### src/gso_ram.sv
// Generic single-port-write, single-port-read RAM with registered read.
// No dependencies.
module gso_ram #(
  parameter int WIDTH = 48,
  parameter int DEPTH = 64
) (
  input  logic                                   clk,
  input  logic                                   we,
  input  logic [(DEPTH > 1 ? $clog2(DEPTH) : 1)-1:0] waddr,
  input  logic [WIDTH-1:0]                       wdata,
  input  logic                                   re,
  input  logic [(DEPTH > 1 ? $clog2(DEPTH) : 1)-1:0] raddr,
  output logic [WIDTH-1:0]                       rdata
);

  logic [WIDTH-1:0] mem [DEPTH];

  // Write, and read with a registered output; hold data when not reading
  always_ff @(posedge clk) begin
    if (we) begin
      mem[waddr] <= wdata;
    end
    if (re) begin
      rdata <= mem[raddr];
    end
  end

endmodule

### config.mk
export PLATFORM = sky130hd
export DESIGN_NAME = gso_ram
export DESIGN_NICKNAME = d
export VERILOG_FILES = /design/src/gso_ram.sv
export SDC_FILE = /design/constraint.sdc
export NUM_CORES = 2
export LEC_CHECK = 0
export BUFFER_PORTS_ARGS = -buffer_cell sky130_fd_sc_hd__buf_2
export CORE_MARGIN = 2
export CORE_UTILIZATION = 30
export CTS_CLUSTER_DIAMETER = 120
export DETAILED_ROUTE_END_ITERATION = 8
export PLACE_DENSITY = 0.55
export SKIP_LAST_GASP = 1
export SLEW_MARGIN = 10
export SYNTH_ARGS = -nofsm -noshare
export SYNTH_HDL_FRONTEND = slang
export SYNTH_SLANG_ARGS = --single-unit
### constraint.sdc
create_clock -name clk -period 11 [get_ports clk]
set_input_delay 0.55 -clock clk [delete_from_list [all_inputs] [get_ports clk]]
set_output_delay 0.55 -clock clk [all_outputs]
set_load 0.05 [all_outputs]
==> results.md <==
* Status: finished clean
* GRT overflow at 0
* Global-route wire length before repair at 455000 µm
* Final Max Slew Viols at 0
* Pin count of the biggest net entering global routing at 120
* Yosys reg bits at 3120
* Tcrit/Tclk final at 0.368
* Drt total wl at 330000 µm
* Fmax at 247 MHz
* M1 wire length at 131000 µm
* Utilization after layout at 0.345
* Die width at 630 µm
* Post_cts resized at 0
* CP cell instances: buf_12 -> buf_12 -> buf_4 -> mux4_2 -> o22ai_1 -> nor2_1 -> a21oi_1 -> a221oi_1
* Syn Inst Count at 4970
* Final Hold Fails at 0
* TritonRoute pass-1 iters at 8
* Final setup skew at 0.0484 ns
* Total track usage at 0.163
* Postcts setup bufs at 0
* Worst Tran Pin Value at approximately 1.3 ns
* Synthesized cell area at 118000 µm²
* Clk slew on worst S/H paths at 0.06 ns
* Die H at 630 µm
* Crit-path max FO at between 90 and 100
* P_leak at between 40 and 50 nW
* Maximum ir drop on the vdd rail at 0.134 mV
* Worst-skew pair later-pin latency at 0.86 ns
* CTS Buf Count at 303
* Highest metal used: met5
* RSZ-0062 raised after global routing: no
* Clock sinks at around 3.1k
* Final instance area at 134000 µm²
* Crit start category: input port
* Final setup TNS at 0 ns
* CP dominant cell by count: buf_12
* First DRT Iteration DRCs at a little over 7k
* Relative slew slack at 0.157
* Ys flop type: edfxtp_1
* H-tree depth at 5
* Crit path largest cell delay at between 0.8 and 0.9 ns
* CTS Root Cell: clkbuf_16
* WS Path Type: input port to flop
* CTS tree: built
* Slowest cell on the critical path: buf_4
* Post-Syn Nets at ~5.0k
* Post-CTS Hold Fix Bufs at 0
* Final setup fails at 0
* Final Net Count at 5321
* Worst Setup End Kind: flop
* RD Place Congestion at 0.750
* Detailed-route wire length per cell at 30.9 µm
* Filler cells at roughly 36k
* DR vias at 56.0k
* Die area at 397000 µm²
* Antenna violations before repair at 42
* DRC viols at 0
* Placeable Area at 390000 µm²
* Max cap viols at 0
* Syn Area/Cell at 23.7 µm²
* Number of routed nets with antenna violations at 0
* DP HPWL at 176000 µm
* Starting Density at 0.302
* Most frequent cells in the layout: 3120 x edfxtp_1, 754 x mux4_2, 310 x clkbuf_16
* Worst endpoint required time at 11.56 ns
* EDFF count, synth at roughly 3.1k
* Register area share after synthesis at 0.797
* Met2 routed WL at 159000 µm
* Placement Setup Slack at about 6 ns
* Post-synthesis cell type count at 35
* Share of cells above drive strength 1 at 0.275
* Area after DPL at 125000 µm²
* Layout area overhead at 14.3%
* Met3 wire len at approximately 29000 µm
* Min cycle time layout at 4.04 ns
* Setup ws final at 6.96 ns
* Vias in the first global route at 56.9k
* Number of placement rows at 229
* Port bufs at 110
* Critical path arrival at 4.60 ns
* Commonest non-fill, non-tap cell in the layout: edfxtp_1
* HP Class: input port to flop
* Number of I/O pins at 111
* Synth warn at 0
* Vias per cell at approximately 5.2
* Clk buf depth at 4
* Async set-reset flop share out of synthesis at 0
* PD cells at 182 nW/µm²
==> power breakdown <==
part | leakage [nW] | internal (mW) | switching [mW]
Clock | 4.54 | 5.68 | 4.37
Combinational | 7.92 | 0.398 | 0.786
Sequential | 28.1 | 13.2 | 0.0434
Total | 40.6 | 19.3 | 5.20
==> logic make-up (layout without fill, tap and decap cells) <==
logic type      Yosys count  count (layout)  synth area share
compound gates          486             486            0.0301
buf+inv                 282             793            0.0127
flops                  3120            3120             0.797
other cells               0               9                 0
simple gates            253             253           0.00953
mux                     829             829             0.151
==> Yosys cell counts, drive strengths merged, types with 5 or more instances <==
cell type / number / area [µm²]
clkbuf: 99 / 373
mux4: 754 / 17000
nand3: 7 / 35.0
o22ai: 122 / 763
buf: 183 / 1120
o221ai: 28 / 245
edfxtp: 3120 / 93700
nand2b: 10 / 62.6
a31o: 5 / 43.8
a311oi: 11 / 96.3
mux2: 12 / 135
nand2: 55 / 206
a22oi: 72 / 541
a22o: 57 / 499
nand3b: 5 / 37.5
mux2i: 63 / 631
nor2: 132 / 495
a21oi: 74 / 370
nor2b: 24 / 150
a211oi: 32 / 240
a221oi: 83 / 727
==> flip-flops by register name (all words and copies together), names as in the netlist <==
| name | cells |
|---|---|
| rdata | 48 |
| mem | 3072 |
==> worst paths after layout <==
| kind | from | to | slack [ns] | cells after the start |
|---|---|---|---|---|
| max | raddr[0] | rdata[37] | 6.96 | 8 |
| min | re | rdata[19] | 0.24 | 1 |
| max reg2reg | mem[27][31] | rdata[31] | 8.65 | 4 |
| min reg2reg | mem[59][4] | rdata[4] | 0.90 | 4 |
==> per-layer routing <==
layer	up-vias	track usage
met3	568	0.0394
met2	2470	0.265
met4	14	0.0531
li1	22200	-
met5	-	0
met1	30800	0.215
==> per-stage QoR <==
step | power, mW | instances | hold slack, ns
3_3_place_gp | 14.7 | 10100 | 0.851
6_report | 24.5 | 10700 | 0.241
5_1_grt | 25.2 | 10700 | 0.217
4_1_cts | 24.7 | 10700 | 0.186
3_5_place_dp | 14.7 | 10200 | 0.889
2_1_floorplan | 14.2 | 4970 | 0.649
==> worst max-delay path: cells and delay by family <==
kind / cells / cell delay (ns)
AO/OA/AOI/OAI: 3 / 0.97
buffers and inverters: 3 / 1.96
multiplexers: 1 / 0.61
AND/OR/NAND/NOR: 1 / 0.09
==> area by class of cell <==
type,count,area [µm²],area share
Tap cell,5197,6500,0.0484
Antenna cell,9,22.5,0.000168
Sequential cell,3120,93700,0.697
Clock inverter,145,1280,0.00954
Timing Repair Buffer,265,1900,0.0142
Multi-Input combinational cell,1568,22900,0.171
Clock buffer,383,8030,0.0598
No activity file was read; power rests on OpenSTA's default activity.
