<file path="src/gso_mul.sv">
// Iterative 52 x 48 bit signed-magnitude multiplier, four partial products.
// No dependencies.
module gso_mul (
  input  logic         clk,
  input  logic         rst,
  input  logic         start,
  input  logic [51:0]  a_mag,
  input  logic [47:0]  b_mag,
  input  logic         neg,
  output logic         done,
  output logic [99:0]  prod
);

  logic        busy;
  logic [2:0]  step;
  logic [51:0] a_q;
  logic [47:0] b_q;
  logic        neg_q;
  logic [49:0] pp;
  logic [5:0]  sh_q;
  logic [99:0] acc_q;
  logic [25:0] a_part;
  logic [23:0] b_part;
  logic [5:0]  shift;

  // Pick the operand halves for this step
  always_comb begin
    a_part = step[0] ? a_q[51:26] : a_q[25:0];
    b_part = step[1] ? b_q[47:24] : b_q[23:0];
    shift  = (step[0] ? 6'd26 : 6'd0) + (step[1] ? 6'd24 : 6'd0);
  end

  // Sequence control
  always_ff @(posedge clk) begin
    if (rst) begin
      busy <= 1'b0;
      step <= 3'd0;
      done <= 1'b0;
    end else begin
      done <= 1'b0;
      if (start) begin
        busy <= 1'b1;
        step <= 3'd0;
      end else if (busy) begin
        step <= step + 3'd1;
        if (step == 3'd5) begin
          busy <= 1'b0;
          done <= 1'b1;
        end
      end
    end
  end

  // Partial products, registered, then accumulated; sign applied last
  always_ff @(posedge clk) begin
    if (start) begin
      a_q   <= a_mag;
      b_q   <= b_mag;
      neg_q <= neg;
      acc_q <= 100'd0;
    end else if (busy) begin
      if (step < 3'd4) begin
        pp   <= 50'(a_part) * 50'(b_part);
        sh_q <= shift;
      end
      if (step >= 3'd1 && step <= 3'd4) begin
        acc_q <= acc_q + (100'(pp) << sh_q);
      end
      if (step == 3'd5 && neg_q) begin
        acc_q <= 100'd0 - acc_q;
      end
    end
  end

  assign prod = acc_q;

endmodule

</file>
<file path="config.mk">
export PLATFORM = sky130hd
export DESIGN_NAME = gso_mul
export DESIGN_NICKNAME = d
export VERILOG_FILES = /design/src/gso_mul.sv
export SDC_FILE = /design/constraint.sdc
export NUM_CORES = 2
export LEC_CHECK = 0
export BUFFER_PORTS_ARGS = -buffer_cell sky130_fd_sc_hd__buf_2
export CORE_MARGIN = 3
export CORE_UTILIZATION = 60
export CTS_CLUSTER_DIAMETER = 80
export DETAILED_ROUTE_END_ITERATION = 8
export HOLD_SLACK_MARGIN = 0.08
export PLACE_DENSITY = 0.78
export SYNTH_ARGS = -nofsm -noshare
export SYNTH_HDL_FRONTEND = slang
export SYNTH_SLANG_ARGS = --single-unit
export TNS_END_PERCENT = 20
</file>
<file path="constraint.sdc">
create_clock -name clk -period 19.94 [get_ports clk]
set_input_delay 2.991 -clock clk [delete_from_list [all_inputs] [get_ports clk]]
set_output_delay 2.991 -clock clk [all_outputs]
set_load 0.01 [all_outputs]
</file>
==> impl_metrics.tcl <==
set metrics [dict create \
    status "finished, final reports clean" \
    worstPathArrival_ps 9240 \
    grt_max_degree 78 \
    die_x_um 264 \
    grt_usage_pct 37.3 \
    ys_seq_area_share_pct 16.9 \
    die_y_um 264 \
    grt_pass1_vias 35335 \
    drive_above_1_share_pct 9.33 \
    synth_nets 5722 \
    wl_per_cell_um 22.6 \
    clk_path_buf_depth 3 \
    rsz0062_at_grt "false" \
    fin_tns_setup_ps 0 \
    cts_root_buf "clkbuf_16" \
    syn-instance-count 4811 \
    synth_cell_types 93 \
    synth_flop_cell "edfxtp_1" \
    period_share_pct 44.7 \
    synth-seq-cells 260 \
    dieArea_um2 69900 \
    syn-cell-area_um2 40100 \
    gr-total-overflow 0 \
    drv_slew 0 \
    insertion_delay_ps 580 \
    ys_top_cells_by_area "fa_1 26%, edfxtp_1 12%, ha_1 8.7%" \
    h-tree-depth 2 \
    initial_core_util_pct 60.7 \
    crit_slowest_cell "mux2_2" \
    antenna_found_initial 0 \
    yosys.area.top_type_share_pct 26.3 \
    worst_slew_margin_rel_pct 23.1 \
    tritoncts "done" \
    numCtsBuffers 35 \
    hold_buffers 0 \
    firstDrtPassIters 7 \
    syn_avg_cell_area_um2 8.33 \
    yosysTopAreaCell "fa_1" \
    hpwlAfterDp_um 103000 \
    via_count 36034 \
    yosysWarningCount 0 \
    cp_slowest_stage_delay_ps 740 \
    final_nets 5786 \
    wl_um 130000 \
    finClkSkew_ps 40.0 \
    clkTransAtPathRegs_ps 60 \
    viasPerCell 6.25 \
    cts_resized 0 \
    grt_pass1_wl_um 203000 \
    cp-end-kind "register" \
    routabilityCongestion 1.06 \
    tightest_slew_ps 1150 \
    max-cap-violations 0 \
    post_cts_buffers 0 \
    finalSetupViolations 0 \
    crit_type "register to register" \
    core_um2 66000 \
    cpLargestDelayFamily "adder cells" \
    worstPathRequired_ps 20270 \
    ant_nets 0 \
    hp-class "register to register" \
    drc_errors 0 \
    cp_num_buf_inv 8 \
    antenna_cells 0 \
    portBuffers 204 \
    num_rows 94 \
    hold_viol 0 \
    post-route-min-period_ps 8910 \
    drt_iter0_markers 3949 \
    worst_setup_path_start_kind "register" \
    path_max_fanout 43 \
    async_reset_ff_share_pct 0 \
    synth_edf_count 155 \
    cts.sinks 260 \
    fmax_mhz 112 \
    area_growth_pct 7.38 \
    pin_count 205 \
]
==> per-layer routing <==
metal  GRT usage [%]  part of all wire (%)
met1            47.9                    38
met2            59.4                    45
met4            20.3                   6.9
met3            7.83                    10
met5               0                     0
==> sequential cells by signal, summed over array words and instances (netlist names) <==
name and flops:
busy 1, b_q 48, sh_q 4, a_q 52
neg_q 1, done 1, prod 100, step 3
pp 50
==> worst paths after layout <==
check / depth (start not counted) / from / endpoint / slack (ps)
worst max-delay path: 29 / step[1] / pp[43] / 11030
worst min-delay path: 2 / prod[42] / prod[42] / 570
worst max register to register: 29 / step[1] / pp[43] / 11030
worst min register to register: 2 / prod[42] / prod[42] / 570
==> cell usage after synthesis (17+ instances only) <==
| master | count |
|---|---|
| a31oi_1 | 29 |
| a21oi_1 | 307 |
| or3_1 | 20 |
| edfxtp_1 | 155 |
| buf_1 | 21 |
| mux2i_1 | 95 |
| nand4_1 | 42 |
| and3_1 | 17 |
| nor4_1 | 36 |
| xnor2_1 | 81 |
| and2_1 | 36 |
| a21o_1 | 72 |
| nand3_1 | 54 |
| xor2_1 | 44 |
| nor3_1 | 94 |
| o22ai_1 | 22 |
| o21ai_0 | 214 |
| ha_1 | 280 |
| mux2_2 | 77 |
| o211ai_1 | 24 |
| fa_1 | 527 |
| o31ai_1 | 21 |
| dfxtp_1 | 105 |
| nand2b_1 | 26 |
| o21bai_1 | 33 |
| or4_1 | 18 |
| a211oi_1 | 49 |
| nand2_1 | 616 |
| o21a_1 | 28 |
| inv_1 | 632 |
| nor2_1 | 587 |
| clkbuf_1 | 213 |
| nor2b_1 | 30 |
| a22oi_1 | 18 |
==> cell type report <==
cell class	instances	area (µm²)
Clock buffer	44	955
Clock inverter	18	263
Fill cell	5632	22900
Inverter	635	2380
Multi-Input combinational cell	3672	30100
Sequential cell	260	6760
Tap cell	864	1080
Timing Repair Buffer	271	1530
==> tightest hold or removal path, stage by stage (launching register included) <==
cell,delay (ps)
dfxtp_1,390
nand2_1,90
a21oi_1,50
==> through the flow <==
| stage | util, % | setup WS (ps) | cell area, µm² | std cells | hold slack [ps] |
|---|---|---|---|---|---|
| after floorplan | - | 11600 | 40100 | 4811 | 458 |
| after global placement | 63.4 | 11340 | 41800 | 5702 | 537 |
| after detailed placement | 63.4 | 11100 | 41800 | 5702 | 550 |
| after CTS | 65.2 | 11100 | 43000 | 5764 | 561 |
| after global routing | 65.2 | 10520 | 43000 | 5764 | 595 |
| final | 65.2 | 11030 | 43000 | 5764 | 570 |
==> layout by cell type, fill, tap and decap left out, types with 16 or more instances in the layout <==
cell type  instances
inv_1            632
nand2_1          615
nand3_1           53
clkbuf_16         36
o21a_1            28
a31oi_1           29
and2_1            35
buf_2            203
fa_1             527
buf_4             67
mux2i_1           90
a21oi_1          307
nor2_1           584
mux2_2            77
nor3_1            94
a22oi_1           18
o22ai_1           22
nand2b_1          26
a211oi_1          49
nor4_1            36
nor2b_1           30
o21ai_0          214
dfxtp_1          103
nand4_1           42
xnor2_1           81
o211ai_1          24
o31ai_1           21
or3_1             20
a21o_1            72
o21bai_1          33
a221oi_1          16
and3_1            16
edfxtp_1         155
xor2_1            44
ha_1             280
or4_1             18
==> cell families (layout without fill, tap and decap cells) <==
logic type	Yosys count	in the layout	synth area share (%)
compound gates	935	935	14.5
xor+xnor	125	125	2.73
fa+ha+maj	807	807	35.1
buf+inv	879	968	8.27
flops	260	260	16.9
mux	173	173	4.56
simple gates	1632	1632	18.0
Power is left out: the tool's default activity adds up to more than one toggle a clock period on the data nets, which glitch-free logic cannot reach.
