--- src/gso_pkg.sv ---
// Shared types, codes and helpers for the Gram-Schmidt orthonormaliser.
// Used by gso_root and the top level; no dependencies.
package gso_pkg;

  // Sequencer states
  typedef enum logic [3:0] {
    ST_LOAD,
    ST_FILL,
    ST_SQ_RD,
    ST_SQ_WT,
    ST_ROOT,
    ST_NRM_RD,
    ST_NRM_WT,
    ST_DOT_RD,
    ST_DOT_WT,
    ST_UPD_RD,
    ST_UPD_WT,
    ST_OUT_RD,
    ST_OUT_WT
  } gso_state_t;

  // Operation of the shared root / divide unit
  typedef enum logic {
    OP_SQRT,
    OP_DIV
  } gso_op_t;

  // Configuration register indexes
  localparam logic [0:0] CFG_ROWS = 1'b0;
  localparam logic [0:0] CFG_COLS = 1'b1;

  // Quotient of a 7-bit count below 64 by a row count of 1 to 8,
  // by reciprocal multiplication
  function automatic logic [6:0] div_small(input logic [6:0] n, input logic [3:0] d);
    logic [16:0] p;
    logic [6:0]  q;
    p = 17'd0;
    q = n;
    unique case (d)
      4'd1: q = n;
      4'd2: q = {1'b0, n[6:1]};
      4'd3: begin
        p = 17'(n) * 17'd171;
        q = p[15:9];
      end
      4'd4: q = {2'b0, n[6:2]};
      4'd5: begin
        p = 17'(n) * 17'd205;
        q = p[16:10];
      end
      4'd6: begin
        p = 17'(n) * 17'd171;
        q = p[16:10];
      end
      4'd7: begin
        p = 17'(n) * 17'd147;
        q = p[16:10];
      end
      4'd8: q = {3'b0, n[6:3]};
      default: q = n;
    endcase
    return q;
  endfunction

endpackage

--- src/gso_root.sv ---
// Shared bit-serial unit: integer square root of a 98-bit value, or a
// Q.30 quotient of a 48-bit magnitude by a 49-bit divisor. Uses gso_pkg.
module gso_root (
  input  logic              clk,
  input  logic              rst,
  input  logic              start,
  input  gso_pkg::gso_op_t  op,
  input  logic [97:0]       radicand,
  input  logic [47:0]       dividend,
  input  logic [48:0]       divisor,
  output logic              done,
  output logic [48:0]       result
);

  logic             busy;
  logic [5:0]       cnt;
  gso_pkg::gso_op_t op_q;
  logic [53:0]      rem;
  logic [97:0]      src;
  logic [48:0]      res;
  logic [48:0]      dvs;
  logic [53:0]      rem_sh;
  logic [53:0]      sub;
  logic [54:0]      diff;
  logic             fits;

  // One digit: compare the shifted remainder against trial or divisor
  always_comb begin
    if (op_q == gso_pkg::OP_SQRT) begin
      rem_sh = {rem[51:0], src[97:96]};
      sub    = {3'b0, res, 2'b01};
    end else begin
      rem_sh = {rem[52:0], src[97]};
      sub    = {5'b0, dvs};
    end
    diff = {1'b0, rem_sh} - {1'b0, sub};
    fits = ~diff[54];
  end

  // Iteration control
  always_ff @(posedge clk) begin
    if (rst) begin
      busy <= 1'b0;
      done <= 1'b0;
      cnt  <= 6'd0;
    end else begin
      done <= 1'b0;
      if (start) begin
        busy <= 1'b1;
        cnt  <= (op == gso_pkg::OP_SQRT) ? 6'd48 : 6'd30;
      end else if (busy) begin
        cnt <= cnt - 6'd1;
        if (cnt == 6'd0) begin
          busy <= 1'b0;
          done <= 1'b1;
        end
      end
    end
  end

  // Remainder, source bits and result digits
  always_ff @(posedge clk) begin
    if (start) begin
      op_q <= op;
      dvs  <= divisor;
      res  <= 49'd0;
      if (op == gso_pkg::OP_SQRT) begin
        rem <= 54'd0;
        src <= radicand;
      end else begin
        rem <= 54'(dividend[47:1]);
        src <= {dividend[0], 97'd0};
      end
    end else if (busy) begin
      rem <= fits ? diff[53:0] : rem_sh;
      res <= {res[47:0], fits};
      src <= (op_q == gso_pkg::OP_SQRT) ? {src[95:0], 2'b00} : {src[96:0], 1'b0};
    end
  end

  assign result = res;

endmodule

--- config.mk ---
export PLATFORM = sky130hd
export DESIGN_NAME = gso_root
export DESIGN_NICKNAME = d
export VERILOG_FILES = /design/src/gso_pkg.sv /design/src/gso_root.sv
export SDC_FILE = /design/constraint.sdc
export NUM_CORES = 1
export LEC_CHECK = 0
export BUFFER_PORTS_ARGS = -buffer_cell sky130_fd_sc_hd__buf_4
export CELL_PAD_IN_SITES_DETAIL_PLACEMENT = 1
export CELL_PAD_IN_SITES_GLOBAL_PLACEMENT = 2
export CORE_AREA = 3 3 221 223
export CTS_BUF_LIST = sky130_fd_sc_hd__clkbuf_8 sky130_fd_sc_hd__clkbuf_16
export DETAILED_ROUTE_END_ITERATION = 10
export DIE_AREA = 0 0 224 226
export GPL_TIMING_DRIVEN = 0
export PLACE_DENSITY = 0.87
export RECOVER_POWER = 25
export SETUP_SLACK_MARGIN = 0.5
export SLEW_MARGIN = 20
export SYNTH_ARGS = -nofsm -noshare
export SYNTH_HDL_FRONTEND = slang
export SYNTH_SLANG_ARGS = --single-unit
--- constraint.sdc ---
create_clock -name clk -period 5.07 [get_ports clk]
set_clock_uncertainty 0.05 [all_clocks]
set_input_delay 0 -clock clk [delete_from_list [all_inputs] [get_ports clk]]
set_output_delay 0 -clock clk [all_outputs]
set_load 0.005 [all_outputs]
==> key figures <==
Synth
  • Count leader, synth: mux2i_1
  • Post-synthesis compound-gate area fraction: 14.5%
  • Post-synthesis register bit count: 258
  • Synth top cells by count: mux2i_1, edfxtp_1, nand2_1
  • Synthesized-area fraction occupied by adder cells: 4.43%
  • Simple-gate share of the synthesized area: about 11%
  • Top FF cell, synth: edfxtp_1
  • XOR/XNOR Fraction of Synth Area: around 2.6%
  • Synth Instances: 1485
  • Cell area after synthesis: 15400 um2
  • Post-synth EDFFs: 201
  • Unique masters post-synth: 75
  • Mux share of post-synthesis cell area: 17.9%
  • Average footprint of a synthesized cell: 10.4 um2
  • Yosys top cell by area: edfxtp_1
  • Seq/Total Area, Yosys: 46.5%
  • Number of synthesis warnings: 0
  • Top cell type's share of synthesized area: between 30 and 40%
  • Synth top area cells: edfxtp_1, mux2i_1, dfxtp_1
  • Ys async rst share: 0%
  • Largest family of logic cells by synthesized area: multiplexers
  • Syn_nets: about 1700

Critical path
  • Setup crit end kind: register
  • Critical path launch point: op_q
  • Register-to-register setup slack: 0.59 ns
  • Worst setup path category: reg2reg
  • Startpoint Class: register
  • Worst R2R End: rem[47]
  • WP data required: 5.37 ns
  • CP max FO: 10
  • Worst path arrival time: 4.78 ns
  • Worst R2R Path Depth: 16
  • FF-to-FF Start: op_q

Global route
  • Pin count of the biggest net entering global routing: 57
  • First-pass GRT wire length: just under 90 mm
  • Tot GR Track Use: 22.1%
  • Initial antenna violation count: 5
  • Via count of the first global-routing pass: 15000
  • Total global routing overflow: 0

STA
  • Hold WS: ~0.068 ns
  • Max Fclk: approximately 0.22 GHz
  • Endpoints failing hold: 0
  • Period utilisation layout: around nine tenths
  • Worst-margin pin slew: 0.991 ns
  • Final Setup Violations: 0
  • RSZ-0062 raised after global routing: true
  • Max-slew headroom: 34.0%
  • Minimum clock period: 4.48 ns
  • Max-slew violation count: 0

Finish
  • Multi-input gate area: around 8000 um2
  • Share of cells above drive strength 1: 21.9%
  • Layout fillers: 5076
  • Fin nets: 2236
  • Area growth, synth to finish: 41.0%
  • Reg area: between 7000 and 8000 um2

Run status
  • Outcome: finished clean

Placement
  • Post-DP HPWL: 39.1 mm
  • I/O Buffers: 247
  • GPL Wtd Cong: approximately 0.88

Pwr
  • Clock share of power: 22.1%
  • Power density cells: around 480 nW/um2
  • Worst IR Drop VDD: 269 uV
  • Power after layout: 10.4 mW
  • Logic pwr share: 49.6%
  • P_sw: just over 4 mW
  • Switching share of power: 39.4%
  • Flop pwr share: 28.3%
  • P_int: between 6 and 7 mW
  • Leakage: 8.97 nW

Drt
  • Via-to-Cell Ratio: 5.24
  • Wire per inst: 21.9 um
  • Iteration-0 DRC Markers: 621
  • Drt total wl: approximately 57 mm
  • Pre-antenna DRT Iters: 5
  • Routed vias: 13700
  • DRC Markers: 0
  • ANT nets after route: 0

Clock tree
  • Clock root cell: clkbuf_16
  • Worst-path clk slew: around 0.06 ns
  • Clk Latency, worst-skew pair: 0.55 ns
  • CTS buffer count: 34
  • H-tree level count: 2
  • Clock buffer depth: 3
  • CTS tree: built
  • Clock sink count: between 200 and 300

Die
  • Core area: 46800 um2
  • Die ar.: 50600 um2
  • Initial Util: between 30% and 40%
  • FP Rows: around 80
  • Ports: 249
  • Die width: 224 um
  • DIE HEIGHT: between 200 and 250 um

Hold path
  • Worst Hold Path EP: dvs[5]
  • Worst Hold Depth: 1
  • Min-Delay Startpoint: start
  • Hold Crit Class: in2reg

Flow run
  • Max Cap Viol: 0
-- power groups by stage --
stage	registers, mW	clock network, mW	logic [mW]
finish	2.95	2.31	5.18
CTS	2.94	2.36	4.81
global placement	2.97	0	4.41
global route	2.99	2.45	5.65
floorplan	2.90	0	3.31
detailed placement	2.99	0	4.52
-- how the worst max path moves through the flow --
stage and end:
4_1_cts rem[47], 3_5_place_dp rem[25], 5_1_grt rem[47], 3_3_place_gp rem[40]
6_report rem[47], 2_1_floorplan rem[15]
-- metal layers --
metal,up-vias,GRT usage [%],wire [um]
met3,106,3.74,2590
li1,6510,-,-
met2,349,39.5,28800
met1,6747,26.7,24200
met4,2,8.40,1920
met5,-,0,13
-- flip-flops by register name, summed over array words and instances, names as in the netlist --
signal  cells
rem        53
cnt         6
op_q        1
src        98
done        1
dvs        49
result     49
busy        1
-- logic make-up (layout without fill, tap and decap cells) --
kind of cell,count (synthesis),after routing
adders and majority gates,54,54
and+or+nand+nor,391,391
other,0,4
DFF,258,258
AOI/OAI and AO/OA,360,360
buffers and inverters,107,630
xor gates and xnor gates,46,46
muxes,269,269
-- cell type report --
| type | count | area share [%] |
|---|---|---|
| sequential | 258 | 33.0 |
| tap | 607 | 3.49 |
| buffer | 86 | 2.70 |
| inverter | 21 | 0.362 |
| clock inverter | 25 | 0.719 |
| multi-input combinational | 1120 | 36.9 |
| timing repair buffer | 462 | 18.7 |
| antenna | 4 | 0.0460 |
| clock buffer | 36 | 4.09 |
-- repair_timing --
| item | in CTS | in global routing |
|---|---|---|
| cloned | 0 | 4 |
| buffers inserted | 5 | 5 |
| endpoints found under the setup margin | 54 | 54 |
| gates resized for setup | 58 | 60 |
| hold buffers | 197 | 0 |
| pin swaps | 4 | 8 |
| endpoints found under the hold margin | 203 | 0 |
-- cell usage in the layout (no fill, tap or decap), types with 10 or more instances in the layout --
cell type      count
a21o_1            20
a21oi_1           70
a32o_1            10
buf_1             14
buf_4            183
clkbuf_1          52
clkbuf_16         42
clkbuf_4          73
dfxtp_1           57
dlygate4sd3_1    197
edfxtp_1         201
ha_1              50
inv_1             31
mux2_2            49
mux2i_1          212
nand2_1          191
nand2b_1          10
nand3_1           15
nand4_1           14
nor2_1            97
nor3_1            16
o21ai_0          155
o21ai_1           10
o21bai_1          12
xnor2_1           27
xor2_1            19
-- critical path, stage by stage, from the launching register on --
cell	delay, ns
edfxtp_1	0.32
buf_4	0.17
clkbuf_16	0.21
clkbuf_4	0.26
mux2_2	0.38
ha_1	0.27
buf_2	0.17
nand4_1	0.25
or3_1	0.45
a211o_1	0.31
nand4_1	0.22
a31oi_4	0.19
o41ai_4	0.34
buf_4	0.19
a31oi_1	0.10
xnor2_1	0.14
a211oi_1	0.26
-- through the flow --
| step | TNS, ns | area [um2] | cells | worst slack, ns | utilization [%] |
|---|---|---|---|---|---|
| 2_1_floorplan | 0 | 15400 | 1485 | 0.508 | - |
| 3_3_place_gp | -222.24 | 18000 | 2339 | -1.72 | 38.6 |
| 3_5_place_dp | -83.44 | 18100 | 2343 | -1.78 | 38.8 |
| 4_1_cts | 0 | 21400 | 2606 | 0.513 | 45.8 |
| 5_1_grt | 0 | 21700 | 2619 | 0.443 | 46.5 |
| 6_report | 0 | 21700 | 2619 | 0.594 | 46.5 |
No activity file was read; power rests on OpenSTA's default activity.
